**config.mk**
```make
export PLATFORM = sky130hd
export DESIGN_NAME = lfap_draw
export DESIGN_NICKNAME = d
export VERILOG_FILES = /design/src/rtl/core/lfap_pkg.sv /design/src/rtl/core/lfap_draw.sv
export SDC_FILE = /design/constraint.sdc
export NUM_CORES = 1
export LEC_CHECK = 0
export BUFFER_PORTS_ARGS = -buffer_cell sky130_fd_sc_hd__buf_2
export CORE_AREA = 2 2 110 70
export DETAILED_ROUTE_END_ITERATION = 7
export DIE_AREA = 0 0 112 72
export PLACE_DENSITY = 0.74
export SYNTH_ARGS = -nofsm -noshare
export SYNTH_HDL_FRONTEND = slang
export SYNTH_SLANG_ARGS = --single-unit
```
**constraint.sdc**
```tcl
create_clock -name clk -period 5.65 [get_ports clk]
set_input_delay 0.2825 -clock clk [delete_from_list [all_inputs] [get_ports clk]]
set_output_delay 0.2825 -clock clk [all_outputs]
set_load 0.03 [all_outputs]
```
**src/rtl/core/lfap_pkg.sv**
```systemverilog
// lfap_pkg: shared types and constants of the led frame animation player
// no dependencies; imported by led_frame_animation_player and lfap_draw
package lfap_pkg;

  localparam int LED_LIMIT   = 12;
  localparam int LED_BYTES   = 3;
  localparam int LED_W       = 4;
  localparam int BYTE_W      = 8;
  localparam int ADDR_IN_W   = 12;
  localparam int CFG_IDX_W   = 3;
  localparam int CFG_DATA_W  = 16;
  localparam int INTERVAL_W  = 16;
  localparam int TOTAL_W     = 7;
  localparam int REPEAT_W    = 8;

  // request modes
  localparam logic [1:0] MODE_TICK  = 2'd0;
  localparam logic [1:0] MODE_LOAD  = 2'd1;
  localparam logic [1:0] MODE_START = 2'd2;
  localparam logic [1:0] MODE_STOP  = 2'd3;

  // configuration register indexes
  localparam logic [CFG_IDX_W-1:0] CFG_FRAME_INTERVAL = 3'd0;
  localparam logic [CFG_IDX_W-1:0] CFG_TOTAL_FRAMES   = 3'd1;
  localparam logic [CFG_IDX_W-1:0] CFG_REPEAT_COUNT   = 3'd2;
  localparam logic [CFG_IDX_W-1:0] CFG_FIRST_LED      = 3'd3;
  localparam logic [CFG_IDX_W-1:0] CFG_LED_END        = 3'd4;

  typedef struct packed {
    logic [1:0]           mode;
    logic [ADDR_IN_W-1:0] load_addr;
    logic [BYTE_W-1:0]    load_data;
  } in_item_t;

  typedef struct packed {
    logic [LED_W-1:0]  led_index;
    logic [BYTE_W-1:0] red;
    logic [BYTE_W-1:0] green;
    logic [BYTE_W-1:0] blue;
    logic              last_of_frame;
    logic              finished;
  } out_item_t;

  // launch of one frame walk, from control to the draw engine
  typedef struct packed {
    logic go;
    logic blank;
    logic fin;
  } draw_req_t;

endpackage

```
**src/rtl/core/lfap_draw.sv**
```systemverilog
// lfap_draw: walks the led range of one frame, one store byte per cycle
// depends on lfap_pkg; drives the read port of the frame store ram
module lfap_draw
  import lfap_pkg::*;
#(
  parameter int FRAME_BYTES = 36,
  parameter int DEPTH       = 2304,
  parameter int FIDX_W      = 6
) (
  input  logic                     clk,
  input  logic                     rst_n,
  input  draw_req_t                req,
  input  logic [FIDX_W-1:0]        frame_idx,
  input  logic [LED_W-1:0]         first_led,
  input  logic [LED_W-1:0]         led_end,
  output logic                     rd_en,
  output logic [$clog2(DEPTH)-1:0] rd_addr,
  input  logic [BYTE_W-1:0]        rd_data,
  output logic                     busy,
  output logic                     out_strobe,
  output out_item_t                out_item
);

  localparam int RAW = $clog2(DEPTH);
  localparam int AW  = $clog2(DEPTH + LED_LIMIT * LED_BYTES);

  logic [LED_W-1:0] end_sat;
  logic [AW-1:0]    start_addr;

  // issue stage
  logic             act_r, act_nxt;
  logic [LED_W-1:0] led_r, led_nxt;
  logic [1:0]       ph_r, ph_nxt;
  logic [AW-1:0]    addr_r, addr_nxt;
  logic             blank_r, fin_r;

  // read data stage
  logic             p_vld_r;
  logic [1:0]       p_ph_r;
  logic [LED_W-1:0] p_led_r;
  logic             p_last_r;
  logic             p_oob_r;
  logic [BYTE_W-1:0] red_r, green_r;
  logic [BYTE_W-1:0] byte_val;

  logic      out_strobe_r;
  out_item_t out_r;

  assign end_sat = (led_end > LED_W'(LED_LIMIT)) ? LED_W'(LED_LIMIT) : led_end;
  assign start_addr = AW'(frame_idx) * AW'(FRAME_BYTES)
                    + AW'(first_led) * AW'(LED_BYTES);

  always_comb begin
    act_nxt  = act_r;
    led_nxt  = led_r;
    ph_nxt   = ph_r;
    addr_nxt = addr_r;
    if (req.go) begin
      act_nxt  = (first_led < end_sat);
      led_nxt  = first_led;
      ph_nxt   = 2'd0;
      addr_nxt = start_addr;
    end else if (act_r) begin
      addr_nxt = addr_r + AW'(1);
      if (ph_r == 2'd2) begin
        ph_nxt  = 2'd0;
        led_nxt = led_r + LED_W'(1);
        if (led_r + LED_W'(1) == end_sat) begin
          act_nxt = 1'b0;
        end
      end else begin
        ph_nxt = ph_r + 2'd1;
      end
    end
  end

  assign rd_en    = act_r;
  assign rd_addr  = addr_r[RAW-1:0];
  assign byte_val = (p_oob_r || blank_r) ? '0 : rd_data;

  always_ff @(posedge clk) begin
    if (!rst_n) begin
      act_r        <= 1'b0;
      p_vld_r      <= 1'b0;
      out_strobe_r <= 1'b0;
    end else begin
      act_r        <= act_nxt;
      p_vld_r      <= act_r;
      out_strobe_r <= p_vld_r && (p_ph_r == 2'd2);
    end
    led_r  <= led_nxt;
    ph_r   <= ph_nxt;
    addr_r <= addr_nxt;
    if (req.go) begin
      blank_r <= req.blank;
      fin_r   <= req.fin;
    end
    p_ph_r   <= ph_r;
    p_led_r  <= led_r;
    p_last_r <= (led_r + LED_W'(1) == end_sat);
    p_oob_r  <= (addr_r >= AW'(DEPTH));
    if (p_vld_r) begin
      unique case (p_ph_r)
        2'd0: red_r <= byte_val;
        2'd1: green_r <= byte_val;
        default: begin
          out_r.led_index     <= p_led_r;
          out_r.red           <= red_r;
          out_r.green         <= green_r;
          out_r.blue          <= byte_val;
          out_r.last_of_frame <= p_last_r;
          out_r.finished      <= fin_r;
        end
      endcase
    end
  end

  assign busy       = act_r || p_vld_r;
  assign out_strobe = out_strobe_r;
  assign out_item   = out_r;

  // each led takes three store reads, so results never come back to back
  a_spaced: assert property (@(posedge clk) disable iff (!rst_n)
    out_strobe_r |=> !out_strobe_r)
    else $error("results on consecutive cycles");

  a_no_launch_busy: assert property (@(posedge clk) disable iff (!rst_n)
    req.go |-> !busy)
    else $error("frame walk launched while busy");

  a_blank_zero: assert property (@(posedge clk) disable iff (!rst_n)
    (out_strobe_r && blank_r) |->
      (out_r.red == '0 && out_r.green == '0 && out_r.blue == '0 && !out_r.finished))
    else $error("blank-out result carries data");

  a_led_range: assert property (@(posedge clk) disable iff (!rst_n)
    out_strobe_r |-> (out_r.led_index < end_sat && out_r.led_index >= first_led))
    else $error("led index outside range");

  a_last_ends: assert property (@(posedge clk) disable iff (!rst_n)
    (out_strobe_r && out_r.last_of_frame) |-> !act_r)
    else $error("frame walk continues after last result");

endmodule
```
# Word-level counts from Yosys, hierarchy flattened
# Index checks and enable logic that the tools add are counted.
# word_totals
regBits	77
latchBits	0
ramBits	0
mem_bits_ro	0
inputBits	27
mem_count	0
# op_classes
n_addsub	4
n_mul	2
n_div	0
magnitude_cmp	3
n_eq_ne	4
shifts	0
muxes	12
n_bitwise	1
n_reduce_logical	11
# ops
cell	n
12-bit two-way mux	2
4-bit two-way mux	4
12-bit by 1-bit adder with 12-bit output (second input constant)	1
12-bit by 6-bit adder with 12-bit output	1
12-bit >= comparator (second input constant)	1
6-bit by 4-bit multiplier with 10-bit output (second input constant)	1
8-bit two-way mux	1
2-bit AND reduction	4
4-bit by 2-bit multiplier with 6-bit output (second input constant)	1
4-bit by 1-bit adder with 4-bit output (second input constant)	1
2-bit == test (second input constant)	2
4-bit == test	1
4-bit greater-than comparator (second input constant)	1
4-bit less-than comparator	1
1-bit two-way mux	4
2-bit nonzero test	2
2-bit by 1-bit adder with 2-bit output (second input constant)	1
2-bit by 1-bit == test with 1-bit output (second input constant)	1
2-bit logical NOT	1
1-bit logical OR	2
2-bit two-way mux	1
2-bit OR reduction	1
1-bit logical AND	1
1-bit inverter	1

# Depth between registers and ports, before layout
# logic_depth
ltp_word	7
ltp_mapped	9

# Worst setup path before layout
# Ideal clock, no wire load.
# synth_path
path_kind	input to register
from	input port frame_idx[0]
to	register addr_r[10] (netlist: rd_addr[10]) (data pin)
arrival_time_ps	2212
t_required_ps	5388
path_slack_ps	3176
cell_stages	9
path_buffers	0
path_cell_list	fa_1 ha_1 inv_1 fa_1 nand2b_1 o2bb2ai_1 nor4_4 xor2_1 mux2i_1
# synth_between
elab_chain_len	3
# synth_lines
item	line	text
from (decl)	lfap_draw.sv:13	input logic [FIDX_W-1:0] frame_idx,
6-bit by 4-bit multiplier with 10-bit output	lfap_draw.sv:50	assign start_addr = AW'(frame_idx) * AW'(FRAME_BYTES)
12-bit by 6-bit adder with 12-bit output	lfap_draw.sv:51	+ AW'(first_led) * AW'(LED_BYTES);
12-bit two-way mux	lfap_draw.sv:58	if (req.go) begin
via addr_nxt[10]	lfap_draw.sv:34	logic [AW-1:0] addr_r, addr_nxt;
to (signal assigned)	lfap_draw.sv:93	addr_r <= addr_nxt;
to (decl)	lfap_draw.sv:34	
# The timed path passes the listed nets, and every way through them passes these cells.
# A chain may end at the register's enable or synchronous reset.

# Worst setup path after layout
# Same ends and word-level chain as after synthesis.

==> summary.txt <==
Setup path
  • Cell repeated most along the worst path: fa_1
  • Crit path max fanout: 4
  • CP Cell Sequence: buf_2, fa_1, ha_1, inv_1, fa_1, nand2b_1, o2bb2ai_1, nor4_4, xor2_1, mux2i_1
  • R2r worst-path depth: 6
  • CP bufs+invs: 2
  • CP startpoint kind: input pin
  • Worst Path Required: 5700 ps
  • Reg2Reg Launch Point: led_r[0]
  • Family with the most delay on the worst path: adder cells
  • Worst EP arrival: 2510 ps
  • CP max stage delay: 540 ps
  • Slowest-stage cell, CP: fa_1
  • Capturing point of the worst reg2reg path: rd_en
  • Worst Setup End Kind: flop
  • Setup slack, reg-to-reg: 3900 ps
  • Worst Setup Path Type: in2reg

Route
  • Via density: roughly 5.0
  • WL/cell: 15.2 µm
  • Routed WL: ~6.4 mm
  • DRC Markers: 0
  • ANT nets after route: 0
  • DRT Pass-1 Iters: 4
  • DRT iter0 DRCs: 84
  • Via count: 2102

Yosys
  • Syn_nets: 292
  • Synth Instances: 243
  • Sequential share of the synthesized area: 0.638
  • Ranking of synthesized cells by area: edfxtp_1, dfxtp_1, ha_1, xnor2_1, fa_1
  • Syn_area_per_cell: 14.1 µm²
  • Cell variety after synth: 48
  • Yosys top cell area share: 0.562
  • Largest area contributor in the netlist: edfxtp_1
  • Synthesized cell area: ~3400 µm²
  • Synth warn: 0
  • Synthesized flop and latch total: between 70 and 80

Power
  • Internal Pwr Total: 1.04 mW
  • Power share of the clock group: 0.377
  • Sw Pwr: between 0.3 and 0.4 mW
  • P_leak: 1.67 nW
  • Part of the power in registers: 0.479
  • Pwr dens: roughly 340 nW/µm²
  • Logic pwr share: 0.143
  • Sw frac: 0.268
  • Max IR drop VDD: 0.193 mV

STA
  • Setup ws final: 3190 ps
  • Crit path time final: 2460 ps
  • Max transition margin: 0.552
  • Final setup vio count: 0
  • Slew Limit Fails: 0
  • Fin. Hold Viols: 0
  • Slew @ Worst Pin: about 670 ps
  • Worst-case clock skew: 6.78 ps
  • Period utilisation layout: 0.435
  • RSZ-0062 raised after global routing: false
  • Total Neg Setup Slack: 0 ps
  • Fmax: 407 MHz

Clock tree
  • Cts hold-fix bufs: 0
  • Worst skew pair latency: approximately 330 ps
  • CTS root buf: clkbuf_16
  • H-tree levels: 3
  • CTS tree: yes
  • Clock buffer depth: 2
  • Sinks on the clock net: 77
  • Cts repair resizes: 0
  • Cts bufs inserted: 9
  • Clock transition at the registers of the reported paths: 60 ps
  • # Post-CTS Setup Buffers: 0

Floorplanning
  • Initial Util: 0.486
  • IO Pins: 72
  • Core area: 7030 µm²
  • Die width: 112 µm
  • Die area: a little over 8000 µm²
  • Height of the die: 72 µm
  • # rows: 24

Place
  • RePlAce Congestion: 0.829
  • DP HPWL: 4.74 mm
  • Worst slack, placed: 2860 ps
  • IO Port Bufs: 71

Global routing
  • Number of global-route vias before repair: 2016
  • Global-route wire length before repair: 10.2 mm
  • Tot GR Track Use: 0.167
  • Largest net degree at the start of global routing: 35
  • Initial antenna violation count: 0
  • Grt ovf: 0

Final layout
  • Share of cells above drive strength 1: 0.295
  • Number of antenna diodes: 0
  • Layout area overhead: 22.1%
  • Core Util, Final: 0.594
  • Nets: 373

Hold path
  • Hold worst-path end: fin_r
  • Worst hold start: req[0]
  • Hold path cells: 1
  • Hold Path Class: in2reg

Outcome
  • Status: finished clean

Job
  • Max Cap Viol: 0
[power groups by stage]
| stage | combinational, mW | sequential (mW) | clock (mW) |
|---|---|---|---|
| after global placement | 0.198 | 0.689 | 0 |
| after global routing | 0.225 | 0.683 | 0.572 |
| after detailed placement | 0.202 | 0.690 | 0 |
| final | 0.203 | 0.679 | 0.534 |
| after CTS | 0.203 | 0.678 | 0.544 |
| after floorplan | 0.114 | 0.714 | 0 |
[per-layer routing]
metal  GRT usage  wire [µm]
met5           0          0
met4      0.0569         40
met3      0.0510        333
met2       0.231       2730
met1       0.252       3280
[logic make-up (layout without fill, tap and decap cells)]
group | count (synthesis) | in the layout | share of synthesized area
compound gates | 34 | 34 | 0.0608
xor+xnor | 21 | 21 | 0.0578
fa+ha+maj | 22 | 22 | 0.0893
buf+inv | 16 | 102 | 0.0179
flops | 77 | 77 | 0.638
mux | 6 | 6 | 0.0187
simple gates | 67 | 67 | 0.117
[cell usage after synthesis (all sizes together)]
master / n
and3b: 3
xor2: 7
nor4b: 1
fa: 4
a31o: 1
o31ai: 1
nor2: 13
o21bai: 1
nand3b: 1
a21oi: 12
buf: 1
a31oi: 1
xnor3: 1
o21ai: 10
o211ai: 1
nand2b: 3
o22a: 1
and4: 2
inv: 12
nand3: 7
nand4: 1
ha: 18
mux2i: 3
mux2: 3
nand2: 12
dfxtp: 13
edfxtp: 64
nor3b: 1
and2: 10
nor4: 1
a211oi: 2
nor3: 3
o2bb2ai: 1
clkinv: 1
o22ai: 1
xnor2: 13
or2: 4
nor2b: 2
and3: 3
clkbuf: 2
o31a: 1
a21o: 1
[area by class of cell]
class,instances,area [µm²]
Fill cell,556,2850
Sequential cell,77,2180
Multi-Input combinational cell,150,1170
Timing Repair Buffer,73,370
Clock buffer,9,225
Tap cell,91,114
Clock inverter,7,58.8
Inverter,13,48.8
[registers in the layout, indices dropped and copies added (netlist names)]
name	count
p_oob_r	1
out_strobe	1
p_last_r	1
rd_addr	12
p_ph_r	2
ph_r	2
green_r	8
red_r	8
p_vld_r	1
led_r	4
p_led_r	4
fin_r	1
blank_r	1
rd_en	1
out_item	30
[worst max-delay path by stage]
| stage | startpoint | to | slack [ps] | cells after the start |
|---|---|---|---|---|
| after detailed placement | frame_idx[0] | rd_addr[10] | 2860 | 10 |
| final | frame_idx[0] | rd_addr[10] | 3190 | 10 |
| after CTS | frame_idx[0] | rd_addr[10] | 3210 | 10 |
| after floorplan | frame_idx[0] | rd_addr[10] | 3180 | 9 |
| after global routing | frame_idx[0] | rd_addr[10] | 3040 | 10 |
| after global placement | frame_idx[0] | rd_addr[10] | 2960 | 10 |
[stage by stage]
| stage | power, mW | instance area (µm²) | hold WS [ps] | cells |
|---|---|---|---|---|
| finish | 1.42 | 4170 | 150 | 420 |
| global route | 1.48 | 4170 | 127 | 420 |
| CTS | 1.43 | 4170 | 136 | 420 |
| detailed placement | 0.892 | 3890 | 391 | 404 |
| global placement | 0.887 | 3890 | 391 | 404 |
| floorplan | 0.828 | 3420 | 366 | 243 |
[cell usage in the layout (no fill, tap or decap), types with 6 or more instances in the layout]
cell / instances
inv_1: 12
and2_1: 10
nor2_1: 13
ha_1: 18
xor2_1: 7
a21oi_1: 12
xnor2_1: 13
nand3_1: 6
edfxtp_1: 64
o21ai_1: 6
buf_2: 71
clkbuf_16: 9
nand2_1: 12
dfxtp_1: 13
No activity file was read; power rests on OpenSTA's default activity.
